**src/hw/rtl/utt_pkg.sv**
```systemverilog
package utt_pkg;

	localparam int BYTE_W      = 8;
	localparam int UNIT_W      = 16;
	localparam int CP_W        = 21;
	localparam int SUM_W       = 22;
	localparam int LEAD_W      = 11;
	localparam int LEN_W       = 2;
	localparam int QUEUE_DEPTH = 4;

	localparam logic [SUM_W-1:0]  PLANE1_BASE = 22'h01_0000;
	localparam logic [SUM_W-1:0]  CP_LIMIT    = 22'h11_0000;
	localparam logic [UNIT_W-1:0] ONE_BYTE_LIM = 16'h0080;
	localparam logic [UNIT_W-1:0] TWO_BYTE_LIM = 16'h0800;

	// where the next input byte falls within a unit or a pair
	typedef enum logic [3:0] {
		PH_UNIT_HI  = 4'b0001,
		PH_UNIT_LO  = 4'b0010,
		PH_TRAIL_HI = 4'b0100,
		PH_TRAIL_LO = 4'b1000
	} phase_t;

	// encoded length minus one
	typedef enum logic [LEN_W-1:0] {
		LEN_ONE   = 2'd0,
		LEN_TWO   = 2'd1,
		LEN_THREE = 2'd2,
		LEN_FOUR  = 2'd3
	} len_t;

	typedef struct packed {
		logic [CP_W-1:0] cp;
		len_t            len;
	} cp_entry_t;

	// utf-8 byte number idx of a code point whose encoding has len+1 bytes
	function automatic logic [BYTE_W-1:0] enc_byte(
		input logic [CP_W-1:0]  cp,
		input len_t             len,
		input logic [LEN_W-1:0] idx
	);
		logic [BYTE_W-1:0] b;
		b = {2'b10, cp[5:0]};
		case (len)
			LEN_ONE: b = {1'b0, cp[6:0]};
			LEN_TWO: begin
				case (idx)
					2'd0:    b = {3'b110, cp[10:6]};
					default: b = {2'b10, cp[5:0]};
				endcase
			end
			LEN_THREE: begin
				case (idx)
					2'd0:    b = {4'b1110, cp[15:12]};
					2'd1:    b = {2'b10, cp[11:6]};
					default: b = {2'b10, cp[5:0]};
				endcase
			end
			LEN_FOUR: begin
				case (idx)
					2'd0:    b = {5'b11110, cp[20:18]};
					2'd1:    b = {2'b10, cp[17:12]};
					2'd2:    b = {2'b10, cp[11:6]};
					default: b = {2'b10, cp[5:0]};
				endcase
			end
			default: b = {2'b10, cp[5:0]};
		endcase
		return b;
	endfunction

endpackage

```
**src/hw/rtl/utt_if.sv**
```systemverilog
interface utt_byte_if;
	import utt_pkg::*;
	logic              valid;
	logic              ready;
	logic [BYTE_W-1:0] in_byte;

	modport source (output valid, output in_byte, input ready);
	modport sink (input valid, input in_byte, output ready);
endinterface

interface utt_utf8_if;
	import utt_pkg::*;
	logic              valid;
	logic              ready;
	logic [BYTE_W-1:0] out_byte;
	logic              last_of_run;

	modport source (output valid, output out_byte, output last_of_run, input ready);
	modport sink (input valid, input out_byte, input last_of_run, output ready);
endinterface

```
**src/hw/rtl/utt_front.sv**
```systemverilog
module utt_front (
	input  logic                     clk,
	input  logic                     arst_n,
	input  logic                     in_valid,
	input  logic [utt_pkg::BYTE_W-1:0] in_byte,
	output logic                     in_ready,
	input  logic                     q_full,
	output logic                     push,
	output utt_pkg::cp_entry_t       push_entry
);
	import utt_pkg::*;

	phase_t              phase_q;
	logic [BYTE_W-1:0]   held_q;
	logic [LEAD_W-1:0]   lead_q;
	logic [UNIT_W-1:0]   unit;
	logic                is_sur;
	logic [SUM_W-1:0]    pair_sum;
	logic                accept;

	assign in_ready = !q_full;
	assign accept   = in_valid && in_ready;
	assign unit     = {held_q, in_byte};
	assign is_sur   = (unit[15:11] == 5'b11011);
	// lead minus 0xd800 is just its low 11 bits
	assign pair_sum = SUM_W'({lead_q, unit[9:0]}) + PLANE1_BASE;

	always_comb begin
		push           = 1'b0;
		push_entry.cp  = {5'd0, unit};
		push_entry.len = LEN_THREE;
		case (phase_q)
			PH_UNIT_LO: begin
				push = accept && !is_sur;
				if (unit < ONE_BYTE_LIM) begin
					push_entry.len = LEN_ONE;
				end else if (unit < TWO_BYTE_LIM) begin
					push_entry.len = LEN_TWO;
				end
			end
			PH_TRAIL_LO: begin
				// lone trail taken as lead lands past the last plane
				push           = accept && (pair_sum < CP_LIMIT);
				push_entry.cp  = pair_sum[CP_W-1:0];
				push_entry.len = LEN_FOUR;
			end
			default: push = 1'b0;
		endcase
	end

	always_ff @(posedge clk or negedge arst_n) begin
		if (!arst_n) begin
			phase_q <= PH_UNIT_HI;
		end else if (accept) begin
			case (phase_q)
				PH_UNIT_HI:  phase_q <= PH_UNIT_LO;
				PH_UNIT_LO:  phase_q <= is_sur ? PH_TRAIL_HI : PH_UNIT_HI;
				PH_TRAIL_HI: phase_q <= PH_TRAIL_LO;
				default:     phase_q <= PH_UNIT_HI;
			endcase
		end
	end

	always_ff @(posedge clk) begin
		if (accept && (phase_q == PH_UNIT_HI || phase_q == PH_TRAIL_HI)) begin
			held_q <= in_byte;
		end
		if (accept && phase_q == PH_UNIT_LO) begin
			lead_q <= unit[LEAD_W-1:0];
		end
	end

endmodule

```
**src/hw/rtl/utt_queue.sv**
```systemverilog
module utt_queue #(
	parameter int Depth = utt_pkg::QUEUE_DEPTH
) (
	input  logic               clk,
	input  logic               arst_n,
	input  logic               push,
	input  utt_pkg::cp_entry_t push_entry,
	output logic               full,
	input  logic               pop,
	output logic               q_valid,
	output utt_pkg::cp_entry_t q_entry
);
	import utt_pkg::*;

	localparam int PTR_W = (Depth > 1) ? $clog2(Depth) : 1;
	localparam int CNT_W = $clog2(Depth + 1);

	cp_entry_t        mem_q [Depth];
	logic [PTR_W-1:0] wr_ptr_q;
	logic [PTR_W-1:0] rd_ptr_q;
	logic [CNT_W-1:0] count_q;
	logic             do_pop;

	assign full    = (count_q == CNT_W'(Depth));
	assign q_valid = (count_q != '0);
	assign q_entry = mem_q[rd_ptr_q];
	assign do_pop  = pop && q_valid;

	function automatic logic [PTR_W-1:0] next_ptr(input logic [PTR_W-1:0] p);
		return (p == PTR_W'(Depth - 1)) ? '0 : p + 1'b1;
	endfunction

	always_ff @(posedge clk or negedge arst_n) begin
		if (!arst_n) begin
			wr_ptr_q <= '0;
			rd_ptr_q <= '0;
			count_q  <= '0;
		end else begin
			if (push) begin
				wr_ptr_q <= next_ptr(wr_ptr_q);
			end
			if (do_pop) begin
				rd_ptr_q <= next_ptr(rd_ptr_q);
			end
			if (push && !do_pop) begin
				count_q <= count_q + 1'b1;
			end else if (do_pop && !push) begin
				count_q <= count_q - 1'b1;
			end
		end
	end

	always_ff @(posedge clk) begin
		if (push) begin
			mem_q[wr_ptr_q] <= push_entry;
		end
	end

endmodule

```
**src/hw/rtl/utt_back.sv**
```systemverilog
module utt_back (
	input  logic                       clk,
	input  logic                       arst_n,
	input  logic                       q_valid,
	input  utt_pkg::cp_entry_t         q_entry,
	output logic                       pop,
	output logic                       out_valid,
	input  logic                       out_ready,
	output logic [utt_pkg::BYTE_W-1:0] out_byte,
	output logic                       last_of_run
);
	import utt_pkg::*;

	logic              busy_q;
	logic [CP_W-1:0]   cp_q;
	len_t              len_q;
	logic [LEN_W-1:0]  idx_q;
	logic              out_valid_q;
	logic [BYTE_W-1:0] out_byte_q;
	logic              out_last_q;
	logic              load;
	logic              emit;
	logic              is_last;
	logic              done;

	assign load    = !out_valid_q || out_ready;
	assign emit    = load && busy_q;
	assign is_last = (idx_q == LEN_W'(len_q));
	assign done    = emit && is_last;
	// next code point is picked up in the cycle its predecessor's last byte leaves
	assign pop     = q_valid && (!busy_q || done);

	assign out_valid   = out_valid_q;
	assign out_byte    = out_byte_q;
	assign last_of_run = out_last_q;

	always_ff @(posedge clk or negedge arst_n) begin
		if (!arst_n) begin
			busy_q      <= 1'b0;
			idx_q       <= '0;
			out_valid_q <= 1'b0;
		end else begin
			if (pop) begin
				busy_q <= 1'b1;
				idx_q  <= '0;
			end else if (done) begin
				busy_q <= 1'b0;
			end else if (emit) begin
				idx_q <= idx_q + 1'b1;
			end
			if (load) begin
				out_valid_q <= busy_q;
			end
		end
	end

	always_ff @(posedge clk) begin
		if (pop) begin
			cp_q  <= q_entry.cp;
			len_q <= q_entry.len;
		end
		if (emit) begin
			out_byte_q <= enc_byte(cp_q, len_q, idx_q);
			out_last_q <= is_last;
		end
	end

endmodule

```
**src/hw/rtl/utf16be_to_utf8_transcoder.sv**
```systemverilog
// channel   dir  payload                      transfer
// utf16     in   in_byte[7:0]                 valid && ready
// utf8      out  out_byte[7:0], last_of_run   valid && ready
//
// one input byte is taken per cycle while the code point queue has room
// one utf-8 byte leaves per cycle from the output register while utf8.ready
// is high, so a code point of n bytes holds the encoder until all n are out
// the first output byte of a unit passes through the queue, the encoder's code
// point register and the output register after the low byte of the unit
// arst_n clears the byte phase, the queue and the output valid
// a stalled output backs up into the queue, and utf16.ready drops when it is full
module utf16be_to_utf8_transcoder #(
	parameter int QueueDepth = utt_pkg::QUEUE_DEPTH
) (
	input  logic clk,
	input  logic arst_n,
	utt_byte_if.sink   utf16,
	utt_utf8_if.source utf8
);
	import utt_pkg::*;

	logic      q_full;
	logic      push;
	cp_entry_t push_entry;
	logic      pop;
	logic      q_valid;
	cp_entry_t q_entry;

	utt_front u_front (
		.clk        (clk),
		.arst_n     (arst_n),
		.in_valid   (utf16.valid),
		.in_byte    (utf16.in_byte),
		.in_ready   (utf16.ready),
		.q_full     (q_full),
		.push       (push),
		.push_entry (push_entry)
	);

	utt_queue #(
		.Depth (QueueDepth)
	) u_queue (
		.clk        (clk),
		.arst_n     (arst_n),
		.push       (push),
		.push_entry (push_entry),
		.full       (q_full),
		.pop        (pop),
		.q_valid    (q_valid),
		.q_entry    (q_entry)
	);

	utt_back u_back (
		.clk         (clk),
		.arst_n      (arst_n),
		.q_valid     (q_valid),
		.q_entry     (q_entry),
		.pop         (pop),
		.out_valid   (utf8.valid),
		.out_ready   (utf8.ready),
		.out_byte    (utf8.out_byte),
		.last_of_run (utf8.last_of_run)
	);

endmodule

```
**src/flat_wrapper.sv**
```systemverilog
// flat-port wrapper written by rule: the top's interface ports become plain ports
module utf16be_to_utf8_transcoder_flat import utt_pkg::*;
#(
	parameter int QueueDepth = utt_pkg::QUEUE_DEPTH
)
  (clk, arst_n, utf16_valid, utf16_in_byte, utf16_ready, utf8_valid, utf8_out_byte, utf8_last_of_run, utf8_ready);
  utt_byte_if utf16_i ();
  utt_utf8_if utf8_i ();
  input  logic clk;
  input  logic arst_n;
  input wire logic [$bits(utf16_i.valid)-1:0] utf16_valid;
  input wire logic [$bits(utf16_i.in_byte)-1:0] utf16_in_byte;
  output wire logic [$bits(utf16_i.ready)-1:0] utf16_ready;
  output wire logic [$bits(utf8_i.valid)-1:0] utf8_valid;
  output wire logic [$bits(utf8_i.out_byte)-1:0] utf8_out_byte;
  output wire logic [$bits(utf8_i.last_of_run)-1:0] utf8_last_of_run;
  input wire logic [$bits(utf8_i.ready)-1:0] utf8_ready;
  assign utf16_i.valid = utf16_valid;
  assign utf16_i.in_byte = utf16_in_byte;
  assign utf16_ready = utf16_i.ready;
  assign utf8_valid = utf8_i.valid;
  assign utf8_out_byte = utf8_i.out_byte;
  assign utf8_last_of_run = utf8_i.last_of_run;
  assign utf8_i.ready = utf8_ready;
  utf16be_to_utf8_transcoder #(.QueueDepth(QueueDepth)) u_core (.clk(clk), .arst_n(arst_n), .utf16(utf16_i), .utf8(utf8_i));
endmodule
```
**config.mk**
```make
export PLATFORM = sky130hd
export DESIGN_NAME = utf16be_to_utf8_transcoder_flat
export DESIGN_NICKNAME = d
export VERILOG_FILES = /design/src/hw/rtl/utt_pkg.sv /design/src/hw/rtl/utt_if.sv /design/src/hw/rtl/utt_front.sv /design/src/hw/rtl/utt_queue.sv /design/src/hw/rtl/utt_back.sv /design/src/hw/rtl/utf16be_to_utf8_transcoder.sv /design/src/flat_wrapper.sv
export SDC_FILE = /design/constraint.sdc
export NUM_CORES = 1
export LEC_CHECK = 0
export BUFFER_PORTS_ARGS = -buffer_cell sky130_fd_sc_hd__buf_2
export CAP_MARGIN = 10
export CORE_MARGIN = 2
export CORE_UTILIZATION = 50
export CTS_CLUSTER_DIAMETER = 120
export CTS_CLUSTER_SIZE = 40
export DETAILED_ROUTE_END_ITERATION = 7
export PLACE_DENSITY = 0.78
export SLEW_MARGIN = 40
export SYNTH_ARGS = -nofsm -noshare
export SYNTH_HDL_FRONTEND = slang
export SYNTH_SLANG_ARGS = --single-unit
```
**constraint.sdc**
```tcl
create_clock -name clk -period 2.4 [get_ports clk]
set_input_delay 0.24 -clock clk [delete_from_list [all_inputs] [get_ports clk]]
set_output_delay 0.24 -clock clk [all_outputs]
set_load 0.03 [all_outputs]
```
==> out/results.ini, run 1 <==
[synthesis]
synth_fp_nets = 398
synth_cell_types = 51
ys_warn_count = 0
synth_cells = 374
synth_edf_count = 143
synthArstFlopShare_pct = 9.494
synth_seq_cells = 158
synthFlopType = edfxtp_1
seq_area_frac_synth_pct = 72.54
avgSynthCellArea_um2 = 17.22
synth_area_mm2 = 0.006439

[floorplanning]
initial_core_util_pct = 51.02
ioPinCount = 23
die_y_um = 117.5
core_mm2 = 0.01262
row_count = 41
die_x_um = 117.5
dieArea_mm2 = 0.01380

[global_route]
grt_pass1_wl_mm = 19.23
first_global_vias = 3483
grt_max_degree = 27
antenna_found_initial = 0
grtUsageTotal_pct = 18.38
overflow = 0

[setup_path]
cp_top_family = simple AND/OR/NAND/NOR gates
required_ns = 2.73
worstPathArrival_ns = 2.71
startpoint_type = flip-flop
crit_buf_inv = 2
max_stage_delay_ns = 0.49
path_cells = nor4b_4 -> inv_1 -> nor3_2 -> a31o_4 -> ha_2 -> inv_1 -> fa_1 -> xor2_1 -> nor2_1 -> xor2_1
critPathSlowestCell = dfrtp_1
rr_worst_depth = 10
critPathCaptureType = flip-flop
crit_type = reg -> reg
cp.depth = 10
worstPathMaxFanout = 7

[placed_design]
gp_congestion = 0.8476
place.port_buffers = 22
dp_hpwl_mm = 7.451
dpl.cell_count = 571

[pwr]
seqPwrFrac_pct = 43.7
p_comb_share_pct = 26.1
p_sw_share_pct = 29.13
power.density_mw_per_mm2 = 1168
leakage_nw = 2.607
intPower_mw = 6.176
peakVddDrop_v = 0.0008275
pwr-share-clk_pct = 30.2
p_switching_mw = 2.538

[sta]
setup_viol = 0
fmax_mhz = 420.1
rsz0062_at_grt = true
max_slew.worst_pin.slew_ns = 0.5992
clock_skew_ns = 0.01142
hold_viol = 0
maxSlewViolCount = 0
max_slew_margin_pct = 60.06
finalCriticalPeriod_ns = 2.380
fin_crit_sh_pct = 99.17
hold_ws_ns = 0.07412

[routing]
drtPass1Iterations = 6
route.met2.wl_mm = 6.001
drc = 0
highest_layer = met4
detail-route-antenna-nets = 0
wl_met3_um = 545
wl_per_cell_um = 19.43
drt_iter0_markers = 528
met1_length_mm = 5.099
dr_total_vias = 3404
vias_per_cell = 5.626
wirelength_mm = 11.76

[layout]
final_cells = 605
layout_common_cells = 143 x edfxtp_1, 33 x nand2_1, 23 x mux4_2
layout-drive-gt1-share_pct = 26.33
mostFrequentLayoutCell = edfxtp_1
synthToLayoutAreaGrowth_pct = 15.90
nNetsFinal = 445
antenna_cells = 0

[hold_path]
min_path_cells = 1
min_path_type = in -> reg

[clock_network]
root_buffer = clkbuf_16
clkLatencyLatePin_ns = 0.42
clock_path_buffers = 2
cts.sinks = 158
cts_max_level = 4
cts_tree = yes
cts.clk_slew.worst_paths_ns = 0.06
cts_buffers = 17

[run]
drv_cap = 0

[run_status]
outcome = completed

[cell families (layout without fill, tap and decap cells)]
family	count (synthesis)	count (layout)	share of synthesized area [%]
AOI/OAI and AO/OA	48	48	5.053
xor gates and xnor gates	8	8	1.088
adders and majority gates	12	12	2.448
buffers and inverters	26	85	1.574
DFF	158	158	72.54
muxes	33	33	9.833
and+or+nand+nor	89	89	7.462
[cell type report]
| class | count | area (um^2) |
|---|---|---|
| clock inverters | 12 | 146.4 |
| flip-flops and latches | 158 | 4671 |
| fillers | 930 | 5157 |
| inverters | 13 | 48.80 |
| clock buffers | 19 | 432.9 |
| repair buffers | 41 | 255.2 |
| multi-input cells | 190 | 1693 |
| well taps | 172 | 215.2 |
[sequential cells by signal (all words and copies together) (netlist names)]
name	cells
u_core.u_queue.mem_q	92
u_core.u_back.len_q	2
u_core.u_back.idx_q	2
u_core.u_queue.wr_ptr_q	2
u_core.u_back.busy_q	1
u_core.u_back.out_valid	1
u_core.u_front.held_q	8
u_core.u_back.cp_q	21
u_core.u_front.phase_q	4
u_core.u_back.out_byte	8
u_core.u_queue.count_q	3
u_core.u_queue.rd_ptr_q	2
u_core.u_back.last_of_run	1
u_core.u_front.lead_q	11
[per-layer routing]
layer / up-vias / global-route usage (%)
met5: - / 0
met4: 0 / 4.217
met3: 9 / 4.797
met2: 121 / 30.63
met1: 1730 / 24.60
li1: 1544 / -
[final timing paths]
path	from	endpoint	slack, ns
worst max-delay path	u_core.u_front.phase_q[1]$_DFFE_PN0P_	u_core.u_queue.count_q[2]$_DFFE_PN0P_	0.02
worst min-delay path	utf16_in_byte[3]	u_core.u_queue.mem_q[2][5]$_DFFE_PP_	0.07
worst max register to register	u_core.u_front.phase_q[1]$_DFFE_PN0P_	u_core.u_queue.count_q[2]$_DFFE_PN0P_	0.02
worst min register to register	u_core.u_front.held_q[2]$_DFFE_PP_	u_core.u_front.lead_q[10]$_DFFE_PP_	0.49
max in group asynchronous	arst_n	u_core.u_front.phase_q[0]$_DFFE_PN1P_	1.80
min in group asynchronous	arst_n	u_core.u_queue.count_q[1]$_DFFE_PN0P_	0.27
[through the flow]
step / utilization [%] / area [um^2] / power [mW] / setup TNS (ns) / setup slack, ns
global route: 59.13 / 7462 / 9.141 / -0.1676 / -0.1676
floorplan: - / 6439 / 5.433 / 0 / 0.07542
detailed placement: 54.13 / 6832 / 6.066 / -0.1105 / -0.1105
global placement: 54.13 / 6832 / 5.937 / 0 / 0.06750
CTS: 59.02 / 7448 / 8.735 / 0 / 0.007171
finish: 59.13 / 7462 / 8.715 / 0 / 0.01987
[worst register-to-register path: cells and delay by family (launching register included)]
family / cells / cell delay (ns)
XOR/XNOR: 2 / 0.36
AND/OR/NAND/NOR: 3 / 0.61
AO/OA/AOI/OAI: 1 / 0.12
flip-flops: 1 / 0.49
buffers and inverters: 2 / 0.17
adder cells (fa/ha/maj): 2 / 0.56
[power by group through the flow]
stage | Combinational, mW | Clock [mW] | Sequential, mW
floorplan | 1.51 | 0 | 3.93
global placement | 2.12 | 0 | 3.82
detailed placement | 2.21 | 0 | 3.85
CTS | 2.27 | 2.66 | 3.81
global route | 2.50 | 2.79 | 3.86
finish | 2.27 | 2.63 | 3.81
[what timing repair did]
action                     CTS  global route
resized for setup            2             6
buffers inserted             2             0
pin swaps                    2             2
hold buffers                 1             0
hold endpoints to repair    14             0
setup endpoints to repair    1            90
[synthesized netlist by cell type, types with 3 or more instances]
library cell    n  area [um^2]
edfxtp_1      143         4294
nand2_1        33        123.9
mux4_2         23        518.0
nor2_1         17        63.81
dfrtp_1        14        350.3
inv_1          13        48.80
o21ai_0        12        60.06
a21oi_1        11        55.05
ha_1           11        137.6
clkbuf_1       10        37.54
nand2b_1        8        50.05
nand3_1         6        30.03
xnor2_1         5        43.79
a22oi_1         4        30.03
and2_2          4        30.03
mux2i_1         4        40.04
a222oi_1        3        30.03
a22o_1          3        26.28
and2_1          3        18.77
buf_2           3        15.01
nor2b_1         3        18.77
o22ai_1         3        18.77
xor2_1          3        26.28
Power figures use the tool's default switching activity.
==> run 2, diff against run 1 <==
--- a/config.mk
+++ b/config.mk
@@ -14,3 +14,3 @@
 export DETAILED_ROUTE_END_ITERATION = 7
-export PLACE_DENSITY = 0.78
+export PLACE_DENSITY = 0.76
 export SLEW_MARGIN = 40
==> constraint.sdc (replaced) <==
create_clock -name clk -period 2.3 [get_ports clk]
set_input_delay 0.23 -clock clk [delete_from_list [all_inputs] [get_ports clk]]
set_output_delay 0.23 -clock clk [all_outputs]
set_load 0.01 [all_outputs]
==> run 2 against run 1 <==
- final cell count grew 2.6%
- non-clock buffer count grew 15
- clock power is essentially flat
- first-iteration DRC count shrank 39%
- total power grew 3.5%
- final area grew 2.2%
- setup slack gained 0.036 ns
- sequential cell count is the same
- critical endpoint is now u_core.u_queue.count_q[1]$_DFFE_PN0P_
- maximum frequency grew 6.1%
==> out/results.ini, run 2 (synthesized netlist as in run 1, its figures left out) <==
[run_status]
outcome = completed

[global_route]
overflow = 0
grt_pass1_wl_mm = 19.16
grt_use_met1_pct = 24.31
grtUsageTotal_pct = 18.67
grt_busiest_layer = met2
first_global_vias = 3438
met3_usage_pct = 6.153
met2_usage_pct = 30.15
grt_max_degree = 27
antenna_found_initial = 0

[routing]
dr_total_vias = 3464
wl_per_cell_um = 19.28
detail-route-antenna-nets = 0
vias_per_cell = 5.578
wirelength_mm = 11.97
drc = 0
drtPass1Iterations = 5
drt_iter0_markers = 320

[layout]
synthToLayoutAreaGrowth_pct = 18.48
nNetsFinal = 460
layout-drive-gt1-share_pct = 30.29
antenna_cells = 0
mostFrequentLayoutCell = edfxtp_1
final_cells = 621
largest_register = u_core.u_queue.mem_q
fin_util_pct = 60.45
final_area_mm2 = 0.007629
largest_reg_flops = 92
layout_common_cells = 143 x edfxtp_1, 33 x nand2_1, 27 x buf_4
largestRegisters = u_core.u_queue.mem_q (92), u_core.u_back.cp_q (21), u_core.u_front.lead_q (11)

[sta]
fin_crit_sh_pct = 97.58
max_slew_margin_pct = 58.35
rsz0062_at_grt = false
setup_viol = 0
fmax_mhz = 445.6
finalCriticalPeriod_ns = 2.244
clock_skew_ns = 0.007185
hold_viol = 0
max_slew.worst_pin.slew_ns = 0.6183
maxSlewViolCount = 0
fin_ws_ns = 0.05572

[pwr]
finalPower_mw = 9.016
leakage_nw = 2.688
power.density_mw_per_mm2 = 1182
peakVddDrop_v = 0.0006631

[floorplanning]
die_y_um = 117.5
row_count = 41
ioPinCount = 23
initial_core_util_pct = 51.02
die_x_um = 117.5
core_mm2 = 0.01262
dieArea_mm2 = 0.01380

[run]
drv_cap = 0

[hold_path]
min_to = u_core.u_front.lead_q[3]$_DFFE_PP_
min_path_type = in -> reg
min_path_cells = 1
worstHoldStart = utf16_in_byte[3]

[setup_path]
r2r_slack_ns = 0.06
critPathCaptureType = flip-flop
r2r-start = u_core.u_queue.count_q[1]$_DFFE_PN0P_
worstPathMaxFanout = 3
reg2reg_to = u_core.u_queue.count_q[1]$_DFFE_PN0P_
worstPathArrival_ns = 2.55
rr_worst_depth = 7
crit_type = reg -> reg
startpoint_type = flip-flop
required_ns = 2.61

[clock_network]
clock_path_buffers = 2
root_buffer = clkbuf_16
cts.clk_slew.worst_paths_ns = 0.06
cts_max_level = 4
cts.sinks = 158
clkLatencyLatePin_ns = 0.42
cts_buffers = 17
cts_tree = yes

[placed_design]
place_area_mm2 = 0.006992
dpl.cell_count = 582
dp_hpwl_mm = 7.447
place.port_buffers = 22
gp_congestion = 0.8835
pre_cts_slack_ns = -0.04965

## run 2: cell types whose count changed in the layout (fill, tap and decap cells not counted), sizes merged
cell,delta
inv,+2
bufinv,-2
clkinv,-1
buf,+15
clkinvlp,+2
## run 2: power breakdown
part / switching, mW / internal, mW
Sequential: 0.225 / 3.72
Clock: 1.11 / 1.49
Combinational: 1.28 / 1.19
## run 2: layout make-up
type	instances	area, um^2
Fill cell	928	4991
Sequential cell	158	4672
Multi-Input combinational cell	190	1699
Timing Repair Buffer	56	442.9
Clock buffer	19	432.9
Tap cell	172	215.2
Clock inverter	13	117.6
Inverter	13	48.80
## run 2: what timing repair did
action                                  4_1_cts  5_1_grt
hold buffers                                  1        0
pin swaps                                     2        8
endpoints found under the setup margin        2        2
buffers inserted                              2        4
gates resized for setup                       2        7
endpoints found under the hold margin        14        0
## run 2: critical path, cell delays in order (launching register included)
cell and delay, ns:
dfrtp_1 0.40, or3b_4 0.43, and2_4 0.16, a31o_4 0.24, ha_4 0.16, inv_2 0.05, fa_2 0.42, mux2_2 0.27
## run 2: stage by stage
stage / setup TNS [ns] / hold slack, ns
4_1_cts: 0 / 0.03111
3_5_place_dp: -0.07099 / 0.1646
5_1_grt: 0 / 0.04546
2_1_floorplan: 0 / -0.06559
6_report: 0 / 0.04707
3_3_place_gp: 0 / 0.1698
## run 2: how the worst max path moves through the flow
| stage | startpoint | end | depth (start not counted) |
|---|---|---|---|
| after floorplan | u_core.u_queue.count_q[1]$_DFFE_PN0P_ | u_core.u_queue.count_q[1]$_DFFE_PN0P_ | 7 |
| after global placement | u_core.u_queue.count_q[1]$_DFFE_PN0P_ | u_core.u_queue.count_q[1]$_DFFE_PN0P_ | 7 |
| after detailed placement | u_core.u_front.lead_q[7]$_DFFE_PP_ | u_core.u_queue.count_q[2]$_DFFE_PN0P_ | 11 |
| after CTS | u_core.u_front.phase_q[1]$_DFFE_PN0P_ | u_core.u_queue.count_q[2]$_DFFE_PN0P_ | 10 |
| after global routing | u_core.u_front.lead_q[7]$_DFFE_PP_ | u_core.u_queue.count_q[2]$_DFFE_PN0P_ | 11 |
| final | u_core.u_queue.count_q[1]$_DFFE_PN0P_ | u_core.u_queue.count_q[1]$_DFFE_PN0P_ | 7 |
## run 2: layer usage
layer	vias to the layer above	wire, um
met3	11	777
met2	143	6001
met4	0	136
li1	1578	-
met5	-	0
met1	1732	5054
==> run 3, diff against run 2 <==
Settings changed: CAP_MARGIN 10 to unset, CORE_UTILIZATION 50 to 40, PLACE_DENSITY 0.76 to 0.65.
==> run 3 against run 2 <==
- die area up 24%
- sequential power hardly changed
- non-clock buffer count shrank 2
- register-to-register slack about the same
- worst hold slack worse by 0.0017 ns
- clock-buffer cell count is 1 higher
- sequential cell count is the same
- largest cell class unchanged
- critical path depth unchanged
==> out/results.ini, run 3 (synthesized netlist as in run 1, its figures left out) <==
[sta]
hold_viol = 0
max_slew_margin_pct = 60.77
finalCriticalPeriod_ns = 2.255
fin_crit_sh_pct = 98.03
rsz0062_at_grt = true
clock_skew_ns = 0.01310
fin_ws_ns = 0.04521
max_slew.worst_pin.slew_ns = 0.5878
fmax_mhz = 443.5
setup_viol = 0
maxSlewViolCount = 0
timing.setup.tns_ns = 0
hold_ws_ns = 0.04541

[layout]
mostFrequentLayoutCell = edfxtp_1
nFillCells = 1320
nNetsFinal = 458
layout_common_cells = 143 x edfxtp_1, 32 x nand2_1, 29 x buf_4
layout-drive-gt1-share_pct = 29.75
largestRegisters = u_core.u_queue.mem_q (92), u_core.u_back.cp_q (21), u_core.u_front.lead_q (11)
largest_register = u_core.u_queue.mem_q
synthToLayoutAreaGrowth_pct = 18.66
antenna_cells = 0
largest_reg_flops = 92

[clock_network]
cts_tree = yes
cts_buffers = 17
clock_path_buffers = 2
root_buffer = clkbuf_16
clkLatencyLatePin_ns = 0.43
cts_max_level = 4
cts.clk_slew.worst_paths_ns = 0.06
cts.sinks = 158

[setup_path]
critPathSlowestCell = or3b_4
cp_top_family = simple AND/OR/NAND/NOR gates
worstPathArrival_ns = 2.57
crit_type = reg -> reg
startpoint_type = flip-flop
required_ns = 2.61
max_stage_delay_ns = 0.44
critPathCaptureType = flip-flop
worstPathMaxFanout = 3
crit_buf_inv = 1
path_cells = or3b_4 -> and2_4 -> a31o_4 -> ha_4 -> inv_2 -> fa_2 -> mux2_2
r2r_slack_ns = 0.05

[pwr]
peakVddDrop_v = 0.0007068
leakage_nw = 2.663
seqPwrFrac_pct = 43.4
p_sw_share_pct = 28.40
power.density_mw_per_mm2 = 1187
p_comb_share_pct = 27.3
p_switching_mw = 2.576
pwr-share-clk_pct = 29.3
intPower_mw = 6.493

[routing]
drtPass1Iterations = 4
drc = 0
dr_total_vias = 3386
highest_layer = met4
wirelength_mm = 11.58
met1_length_mm = 5.102
wl_met3_um = 493
vias_per_cell = 5.107
drt_iter0_markers = 248
detail-route-antenna-nets = 0
route.met2.wl_mm = 5.852
wl_per_cell_um = 17.47

[global_route]
antenna_found_initial = 0
grt_pass1_wl_mm = 18.05
first_global_vias = 3415
grtUsageTotal_pct = 14.68
overflow = 0
grt_max_degree = 27

[hold_path]
min_path_type = in -> reg

[floorplanning]
die_y_um = 130.9
ioPinCount = 23
die_x_um = 130.9
dieArea_mm2 = 0.01713
initial_core_util_pct = 40.68
core_mm2 = 0.01583
row_count = 46

[placed_design]
gp_congestion = 0.8529
dp_hpwl_mm = 7.571
pre_cts_slack_ns = -0.04944
place.port_buffers = 22

[run]
drv_cap = 0

[run_status]
outcome = completed

run 3: cell types whose count changed in the layout (fill, tap and decap cells not counted), moves of 2 or more:
cell and delta:
and2_2 -4, clkinv_4 -4, clkinvlp_4 +3, inv_6 -2
and2_4 +4, buf_4 +2, buf_12 -4
run 3: path summary, 6_finish.rpt:
kind,start,to,cells past startpoint
hold / removal,utf16_in_byte[5],u_core.u_front.lead_q[5]$_DFFE_PP_,1
hold reg to reg,u_core.u_queue.count_q[2]$_DFFE_PN0P_,u_core.u_queue.count_q[2]$_DFFE_PN0P_,1
min in group asynchronous,arst_n,u_core.u_queue.count_q[1]$_DFFE_PN0P_,2
setup / recovery,u_core.u_queue.count_q[1]$_DFFE_PN0P_,u_core.u_queue.count_q[1]$_DFFE_PN0P_,7
max in group asynchronous,arst_n,u_core.u_front.phase_q[0]$_DFFE_PN1P_,2
setup reg to reg,u_core.u_queue.count_q[1]$_DFFE_PN0P_,u_core.u_queue.count_q[1]$_DFFE_PN0P_,7
run 3: per-stage QoR:
stage | std cells | total power [mW] | cell area, um^2 | utilization [%]
2_1_floorplan | 374 | 5.561 | 6439 | -
3_3_place_gp | 624 | 6.293 | 6979 | 44.09
3_5_place_dp | 624 | 6.378 | 6982 | 44.11
4_1_cts | 661 | 9.092 | 7591 | 47.96
5_1_grt | 663 | 9.525 | 7640 | 48.27
6_report | 663 | 9.068 | 7640 | 48.27
run 3: layout make-up:
| cell class | count | area, um^2 | area share [%] |
|---|---|---|---|
| Sequential cell | 158 | 4671 | 61.14 |
| Multi-Input combinational cell | 190 | 1714 | 22.44 |
| Clock buffer | 20 | 436.7 | 5.716 |
| Timing Repair Buffer | 54 | 377.9 | 4.946 |
| Tap cell | 216 | 270.3 | 3.538 |
| Clock inverter | 12 | 121.4 | 1.589 |
| Inverter | 13 | 48.80 | 0.6387 |
run 3: power by group through the flow:
stage                     Clock, mW  Combinational (mW)  Sequential (mW)
after floorplan                   0                1.56             4.00
after global placement            0                2.32             3.97
after detailed placement          0                2.38             4.00
after CTS                      2.71                2.45             3.93
after global routing           2.83                2.71             3.99
final                          2.65                2.47             3.94
run 3: what timing repair did:
action	in CTS	in global routing
hold buffers	1	0
buffers inserted	4	2
pin swaps	4	6
gates resized for setup	4	10
hold endpoints to repair	14	0
endpoints found under the setup margin	2	94
run 3: metal layers:
layer  vias to the layer above  track usage [%]
met4                         0            5.882
met2                        74            23.81
met5                         -                0
met1                      1724            18.69
li1                       1576                -
met3                        12            4.357
